### src/tewq_pkg.sv
// Shared types and constants for the timestamped event window queue.
package tewq_pkg;

    localparam int CODE_BITS      = 16;
    localparam int TS_BITS        = 64;
    localparam int TIMEOUT_BITS   = 32;
    localparam int RING_DEPTH_DEF = 32;

    localparam logic [TIMEOUT_BITS-1:0] TIMEOUT_RESET = 32'd1000000;

    localparam logic CMD_PUSH  = 1'b0;
    localparam logic CMD_QUERY = 1'b1;

    typedef struct packed {
        logic                 cmd;
        logic [CODE_BITS-1:0] event_code;
        logic [TS_BITS-1:0]   now_ts;
        logic [TS_BITS-1:0]   window_start_ts;
    } tewq_in_t;

    typedef struct packed {
        logic                 found;
        logic [CODE_BITS-1:0] event_code_out;
        logic [TS_BITS-1:0]   event_ts;
        logic                 last_item;
    } tewq_out_t;

endpackage

### src/timestamped_event_window_queue.sv
// Top level: ring of timestamped event codes with expiry and window query.
//
// Usage:
//  - Input channel s_valid/s_ready/s_data carries one request: a push
//    (cmd = CMD_PUSH) stores event_code stamped with now_ts at the tail; a full
//    ring overwrites its oldest entry. A query (cmd = CMD_QUERY) drops head
//    entries older than now_ts - timeout (floored at zero), then, oldest first,
//    returns entries up to now_ts stored after the last one <= window_start_ts.
//  - Result channel m_valid/m_ready/m_data: one result per matching entry, the
//    final one flagged by last_item; an empty window gives a single result with
//    found = 0 and last_item = 1. Pushes give no result.
//  - cfg_wr_en/cfg_wr_data write the expiry timeout; write only while idle.
//  - A query walks the ring through the single RAM read port, one entry per
//    cycle unless a stalled receiver holds it: expiry from the head, then a
//    backward scan from the newest entry, then a forward emit pass.
//  - s_ready is high only while no query is in flight.
//  - A stalled receiver holds the emit pass at the current entry; the last
//    result sits in the output register while the next request is accepted.
//  - Reset (aresetn low, synchronous) empties the ring and restores the
//    timeout; ring storage itself is not cleared.
module timestamped_event_window_queue
    import tewq_pkg::*;
#(
    parameter int RING_DEPTH = RING_DEPTH_DEF
) (
    input  logic                    aclk,
    input  logic                    aresetn,
    input  logic                    s_valid,
    output logic                    s_ready,
    input  tewq_in_t                s_data,
    output logic                    m_valid,
    input  logic                    m_ready,
    output tewq_out_t               m_data,
    input  logic                    cfg_wr_en,
    input  logic [TIMEOUT_BITS-1:0] cfg_wr_data
);

    localparam int IDX_W   = $clog2(RING_DEPTH);
    localparam int CNT_W   = $clog2(RING_DEPTH + 1);
    localparam int SUM_W   = CNT_W + 1;
    localparam int ENTRY_W = TS_BITS + CODE_BITS;

    localparam logic [CNT_W-1:0] DEPTH_C = CNT_W'(RING_DEPTH);
    localparam logic [SUM_W-1:0] DEPTH_S = SUM_W'(RING_DEPTH);
    localparam logic [CNT_W-1:0] ONE_C   = CNT_W'(1);
    localparam logic [CNT_W-1:0] TWO_C   = CNT_W'(2);

    typedef enum logic [2:0] {
        ST_IDLE,
        ST_LIMIT,
        ST_EXPIRE,
        ST_SCAN,
        ST_EMIT,
        ST_FINISH
    } state_t;

    // Ring slot at a given offset from a base slot; offset never exceeds depth.
    function automatic logic [IDX_W-1:0] slot_after(input logic [IDX_W-1:0] base,
                                                    input logic [CNT_W-1:0] off);
        logic [SUM_W-1:0] s;
        s = SUM_W'(base) + SUM_W'(off);
        if (s >= DEPTH_S) begin
            s = s - DEPTH_S;
        end
        return s[IDX_W-1:0];
    endfunction

    state_t                  state_reg, state_next;
    logic [IDX_W-1:0]        head_reg, head_next;
    logic [CNT_W-1:0]        count_reg, count_next;
    logic [CNT_W-1:0]        idx_reg, idx_next;       // scan / emit position
    logic [TIMEOUT_BITS-1:0] timeout_reg, timeout_next;
    logic [TS_BITS-1:0]      now_reg, now_next;
    logic [TS_BITS-1:0]      start_reg, start_next;
    logic [TS_BITS-1:0]      limit_reg, limit_next;
    logic                    hold_valid_reg, hold_valid_next;
    logic [CODE_BITS-1:0]    hold_code_reg, hold_code_next;
    logic [TS_BITS-1:0]      hold_ts_reg, hold_ts_next;
    logic                    m_valid_reg, m_valid_next;
    tewq_out_t               m_data_reg, m_data_next;

    logic                    ram_we;
    logic [IDX_W-1:0]        ram_waddr;
    logic [ENTRY_W-1:0]      ram_wdata;
    logic [IDX_W-1:0]        ram_raddr;
    logic [ENTRY_W-1:0]      ram_rdata;
    logic [TS_BITS-1:0]      rd_ts;
    logic [CODE_BITS-1:0]    rd_code;
    logic                    accept;
    logic                    full;
    logic                    out_free;
    logic [TS_BITS-1:0]      timeout_ext;

    tewq_ram #(
        .WIDTH (ENTRY_W),
        .DEPTH (RING_DEPTH)
    ) u_ring (
        .aclk    (aclk),
        .wr_en   (ram_we),
        .wr_addr (ram_waddr),
        .wr_data (ram_wdata),
        .rd_addr (ram_raddr),
        .rd_data (ram_rdata)
    );

    assign rd_ts       = ram_rdata[ENTRY_W-1:CODE_BITS];
    assign rd_code     = ram_rdata[CODE_BITS-1:0];
    assign s_ready     = (state_reg == ST_IDLE);
    assign accept      = s_valid && s_ready;
    assign full        = (count_reg == DEPTH_C);
    assign out_free    = !m_valid_reg || m_ready;
    assign timeout_ext = TS_BITS'(timeout_reg);

    // Push writes straight into the ring on the accepting edge.
    assign ram_we    = accept && (s_data.cmd == CMD_PUSH);
    assign ram_waddr = full ? head_reg : slot_after(head_reg, count_reg);
    assign ram_wdata = {s_data.now_ts, s_data.event_code};

    always_comb begin
        state_next      = state_reg;
        head_next       = head_reg;
        count_next      = count_reg;
        idx_next        = idx_reg;
        timeout_next    = cfg_wr_en ? cfg_wr_data : timeout_reg;
        now_next        = now_reg;
        start_next      = start_reg;
        limit_next      = limit_reg;
        hold_valid_next = hold_valid_reg;
        hold_code_next  = hold_code_reg;
        hold_ts_next    = hold_ts_reg;
        m_valid_next    = m_valid_reg && !m_ready;
        m_data_next     = m_data_reg;
        ram_raddr       = head_reg;

        unique case (state_reg)
            ST_IDLE: begin
                if (accept) begin
                    if (s_data.cmd == CMD_PUSH) begin
                        if (full) begin
                            head_next = slot_after(head_reg, ONE_C);
                        end else begin
                            count_next = count_reg + ONE_C;
                        end
                    end else begin
                        now_next        = s_data.now_ts;
                        start_next      = s_data.window_start_ts;
                        hold_valid_next = 1'b0;
                        state_next      = ST_LIMIT;
                    end
                end
            end
            ST_LIMIT: begin
                // Expiry limit saturates at zero; head read is issued here.
                limit_next = (now_reg > timeout_ext) ? now_reg - timeout_ext : '0;
                ram_raddr  = head_reg;
                state_next = ST_EXPIRE;
            end
            ST_EXPIRE: begin
                if (count_reg != '0 && rd_ts < limit_reg) begin
                    head_next  = slot_after(head_reg, ONE_C);
                    count_next = count_reg - ONE_C;
                    ram_raddr  = slot_after(head_reg, ONE_C);
                end else if (count_reg == '0) begin
                    state_next = ST_FINISH;
                end else begin
                    idx_next   = count_reg;
                    ram_raddr  = slot_after(head_reg, count_reg - ONE_C);
                    state_next = ST_SCAN;
                end
            end
            ST_SCAN: begin
                // Backward from newest: stop at the first entry not after start.
                if (rd_ts <= start_reg || idx_reg == ONE_C) begin
                    if (rd_ts <= start_reg) begin
                        idx_next = idx_reg;
                    end else begin
                        idx_next = '0;
                    end
                    if (rd_ts <= start_reg && idx_reg == count_reg) begin
                        state_next = ST_FINISH;
                    end else begin
                        ram_raddr  = slot_after(head_reg,
                                                (rd_ts <= start_reg) ? idx_reg : '0);
                        state_next = ST_EMIT;
                    end
                end else begin
                    idx_next  = idx_reg - ONE_C;
                    ram_raddr = slot_after(head_reg, idx_reg - TWO_C);
                end
            end
            ST_EMIT: begin
                // One entry held back so the final match can carry last_item.
                if (rd_ts <= now_reg && hold_valid_reg && !out_free) begin
                    ram_raddr = slot_after(head_reg, idx_reg);
                end else begin
                    if (rd_ts <= now_reg) begin
                        if (hold_valid_reg) begin
                            m_valid_next = 1'b1;
                            m_data_next  = tewq_out_t'{found: 1'b1,
                                                       event_code_out: hold_code_reg,
                                                       event_ts: hold_ts_reg,
                                                       last_item: 1'b0};
                        end
                        hold_valid_next = 1'b1;
                        hold_code_next  = rd_code;
                        hold_ts_next    = rd_ts;
                    end
                    idx_next = idx_reg + ONE_C;
                    if (idx_reg + ONE_C == count_reg) begin
                        state_next = ST_FINISH;
                    end else begin
                        ram_raddr = slot_after(head_reg, idx_reg + ONE_C);
                    end
                end
            end
            ST_FINISH: begin
                if (out_free) begin
                    m_valid_next    = 1'b1;
                    m_data_next     = hold_valid_reg ?
                        tewq_out_t'{found: 1'b1, event_code_out: hold_code_reg,
                                    event_ts: hold_ts_reg, last_item: 1'b1} :
                        tewq_out_t'{found: 1'b0, event_code_out: '0, event_ts: '0,
                                    last_item: 1'b1};
                    hold_valid_next = 1'b0;
                    state_next      = ST_IDLE;
                end
            end
            default: begin
                state_next = ST_IDLE;
            end
        endcase
    end

    always_ff @(posedge aclk) begin
        if (!aresetn) begin
            state_reg      <= ST_IDLE;
            head_reg       <= '0;
            count_reg      <= '0;
            idx_reg        <= '0;
            timeout_reg    <= TIMEOUT_RESET;
            hold_valid_reg <= 1'b0;
            m_valid_reg    <= 1'b0;
        end else begin
            state_reg      <= state_next;
            head_reg       <= head_next;
            count_reg      <= count_next;
            idx_reg        <= idx_next;
            timeout_reg    <= timeout_next;
            hold_valid_reg <= hold_valid_next;
            m_valid_reg    <= m_valid_next;
        end
        now_reg       <= now_next;
        start_reg     <= start_next;
        limit_reg     <= limit_next;
        hold_code_reg <= hold_code_next;
        hold_ts_reg   <= hold_ts_next;
        m_data_reg    <= m_data_next;
    end

    assign m_valid = m_valid_reg;
    assign m_data  = m_data_reg;

endmodule

### src/tewq_ram.sv
// Generic single-write, single-read RAM with registered read data.
module tewq_ram #(
    parameter int WIDTH = 8,
    parameter int DEPTH = 32
) (
    input  logic                     aclk,
    input  logic                     wr_en,
    input  logic [$clog2(DEPTH)-1:0] wr_addr,
    input  logic [WIDTH-1:0]         wr_data,
    input  logic [$clog2(DEPTH)-1:0] rd_addr,
    output logic [WIDTH-1:0]         rd_data
);

    logic [WIDTH-1:0] mem_reg [DEPTH];
    logic [WIDTH-1:0] rd_data_reg;

    always_ff @(posedge aclk) begin
        if (wr_en) begin
            mem_reg[wr_addr] <= wr_data;
        end
        rd_data_reg <= mem_reg[rd_addr];
    end

    assign rd_data = rd_data_reg;

endmodule

### config.mk
export PLATFORM = sky130hd
export DESIGN_NAME = timestamped_event_window_queue
export DESIGN_NICKNAME = d
export VERILOG_FILES = /design/src/tewq_pkg.sv /design/src/timestamped_event_window_queue.sv /design/src/tewq_ram.sv
export SDC_FILE = /design/constraint.sdc
export NUM_CORES = 2
export LEC_CHECK = 0
export ABC_AREA = 1
export BUFFER_PORTS_ARGS = -buffer_cell sky130_fd_sc_hd__buf_2
export CORE_MARGIN = 2
export CORE_UTILIZATION = 55
export CTS_CLUSTER_DIAMETER = 150
export DETAILED_ROUTE_END_ITERATION = 16
export PLACE_DENSITY_LB_ADDON = 0.15
export SYNTH_ARGS = -nofsm -noshare
export SYNTH_HDL_FRONTEND = slang
export SYNTH_HIERARCHICAL = 1
export SYNTH_SLANG_ARGS = --single-unit
### constraint.sdc
create_clock -name aclk -period 11.8 [get_ports aclk]
set_clock_uncertainty 0.15 [all_clocks]
set_input_delay 0.59 -clock aclk [delete_from_list [all_inputs] [get_ports aclk]]
set_output_delay 0.59 -clock aclk [all_outputs]
set_load 0.02 [all_outputs]
==> reports/qor.yml <==
status: "completed"
die_h_um: 486
final_common_cell: "nand2_1"
seqPwrFrac: 0.319
mostFrequentLayoutCells: "nand2_1, edfxtp_1, nand3_1"
clockPowerShare: 0.236
worstHoldEndpoint: "u_ring/mem_reg[12][8]"
worst_setup_path_start_kind: "flop"
cp_data_arrival_time_ns: 8.06
vias: 88100
slew-limit-headroom: 0.130
die_x_um: 486
seq_area_frac_synth: 0.707
post-place-cells: 14000
max_stage_delay_ns: 0.88
yosysTopAreaCell: "edfxtp_1"
leakagePower_nw: 53.6
clk_pin_slew_ns: 0.06
wl_per_cell_um: 26.2
grt_pass1_wl_mm: 556
ir_worst_vdd_v: 0.000431
synthTopCellsByArea: "edfxtp_1, nand2_1, nand3_1, ha_1, dfxtp_1"
drive_gt1_frac: 0.0790
slew_viol_final: 0
yosys_warnings: 6
wirelength_mm: 385
antenna_found_initial: 49
rsz0062_at_grt: "no"
core_area_um2: 230000
grt_max_degree: 210
grt_overflow: 0
worstReg2RegEnd: "u_ring/rd_data[55]"
setup_tns_ns: 0
power.share.switching: 0.437
cts_htree_levels: 5
critical_path_buf_inv_count: 4
place.gp.congestion: 0.924
p_per_area_nw_per_um2: 288
synth_flop_cell: "edfxtp_1"
synth_top_area_share: 0.685
p_int_w: 0.0233
synth_edf_count: 2914
hold_depth: 1
start_util: 0.554
post-cts-setup-buffers: 0
timing.rr.start: "u_ring/rd_data[79]"
netlist_instances: 11100
clk_path_buf_depth: 4
avgSynthCellArea_um2: 11.5
endpoint_kind: "flop"
hold_violations: 0
synth_cell_type_count: 49
syn-num-nets: 11600
finalCritPeriodShare: 0.639
first_global_vias: 83500
nets: 11900
numCtsBuffers: 326
ys_async_sr_fraction: 0
post_layout_nonfiller_instances: 14700
drv_cap: 0
fin_crit_ns: 7.54
via_per_inst: 5.99
fillCellCount: 17900
numClockSinks: 3048
rows: 176
max_freq_ghz: 0.133
path_class: "flop to flop"
tightest_slew_ns: 1.30
track_usage: 0.321
dp_hpwl_mm: 203
p_comb_frac: 0.444
r2r_cells: 25
port_buffers: 265
route.detailed.drc: 0
hold_path.class: "input pin to flop"
ys_seq_elements: 3048
clk_latency_ns: 0.95
io_pins: 266
critPathMostFrequentCell: "nand2_1"
drt-pass1-iter-count: 6
p_sw_w: 0.0181
syn_area_um2: 128000
ant_nets: 0
design.die.area_um2: 236000
cts_tree: "done"
setup_viol: 0
largest_register_ffs: 2560
holdCritStartpoint: "s_data[136]"
dr.first_iter.drc_count: 11100
crit_fanout: 141
slowest_stage: "buf_4"
worst-r2r-setup-slack_ns: 4.26
area_growth_pct: 12.2
cp_top_family: "simple AND/OR/NAND/NOR gates"
root_buffer: "clkbuf_16"
critical_path_required_ns: 12.32
-- power groups by stage --
stage	sequential (W)	combinational (W)	clock (W)
3_5_place_dp	0.0134	0.0179	0
2_1_floorplan	0.0133	0.0119	0
3_3_place_gp	0.0134	0.0178	0
5_1_grt	0.0132	0.0200	0.0103
6_report	0.0132	0.0184	0.00977
4_1_cts	0.0132	0.0181	0.00988
-- cells in the mapped netlist, types with 7 or more instances --
cell type     n
xor2_1       50
buf_2       359
o21ai_1       9
o21a_1        8
dfxtp_1     134
ha_1        255
buf_1        64
xnor2_1      18
fa_1          7
nand2_2       7
inv_1       518
nand4_1      42
nor4_1        9
a31oi_1      15
nand2_1    3386
or2_2        10
nand3_1    2330
edfxtp_1   2914
nand3_2       8
nor3_1       28
inv_2        12
a21oi_1     211
buf_4        14
nor2_1      401
o21ai_0     116
clkbuf_1    150
-- kinds of logic after synthesis --
kind of cell,synth area share
AND/OR/NAND/NOR,0.209
XOR/XNOR,0.00467
buffers and inverters,0.0371
adder cells (fa/ha/maj),0.0261
AO/OA/AOI/OAI,0.0165
multiplexers,0.0000784
flip-flops,0.707
-- worst max-delay path by stage --
stage / startpoint / endpoint / slack (ns) / cells after the start
after floorplan: now_reg[55] / m_data[0] / 0.79 / 11
after global placement: u_ring/rd_data[79] / u_ring/rd_data[55] / 4.52 / 25
after detailed placement: u_ring/rd_data[79] / u_ring/rd_data[55] / 4.48 / 25
after CTS: u_ring/rd_data[79] / u_ring/rd_data[55] / 4.43 / 25
after global routing: u_ring/rd_data[79] / u_ring/rd_data[70] / 4.08 / 27
final: u_ring/rd_data[79] / u_ring/rd_data[55] / 4.26 / 25
-- worst register-to-register path, stage by stage (launching register included) --
cell and delay [ns]:
dfxtp_1 0.80, ha_1 0.27, nand2_1 0.07, nor2_1 0.18
nand2_1 0.15, nor3_1 0.64, nand2_1 0.24, nand2_2 0.28
inv_2 0.10, nor2_1 0.14, ha_1 0.23, fa_1 0.46
nand2_1 0.09, nand3_1 0.10, nand2_1 0.09, nand4_1 0.11
buf_4 0.30, inv_8 0.80, buf_4 1.05, nand3_1 0.27
nand3_1 0.14, nand2_1 0.06, nand2_1 0.06, nand2_1 0.08
nand2_1 0.06, nand2_1 0.34
-- metal layers --
metal | vias up | part of all wire | track usage
met4 | 28 | 0.040 | 0.123
li1 | 39400 | - | -
met5 | - | 0.00049 | 0
met2 | 4637 | 0.46 | 0.502
met1 | 43300 | 0.40 | 0.453
met3 | 823 | 0.10 | 0.0541
-- cell type report --
type	instances	area [um^2]	share of cell area
flip-flops and latches	3048	90200	0.629
multi-input cells	6963	33000	0.230
clock buffers	419	8790	0.0613
repair buffers	549	4190	0.0292
well taps	3026	3790	0.0264
inverters	532	2030	0.0142
clock inverters	147	1240	0.00865
diodes	20	50.0	0.000349
-- timing repair --
item | CTS | global route
hold endpoints to repair | 1373 | 0
hold buffers | 156 | 0
resized for setup | 0 | 0
-- through the flow --
stage               total power [W]  hold slack, ns  area [um^2]  utilization  setup slack (ns)
finish                       0.0413          0.0342       143000        0.622              4.26
detailed placement           0.0313           0.243       132000        0.571              4.48
global placement             0.0311           0.242       132000        0.571              4.52
CTS                          0.0411        0.000367       143000        0.622              4.43
global route                 0.0435          0.0543       143000        0.622              4.08
floorplan                    0.0252           0.236       128000            -             0.793
Power figures use the tool's default switching activity.
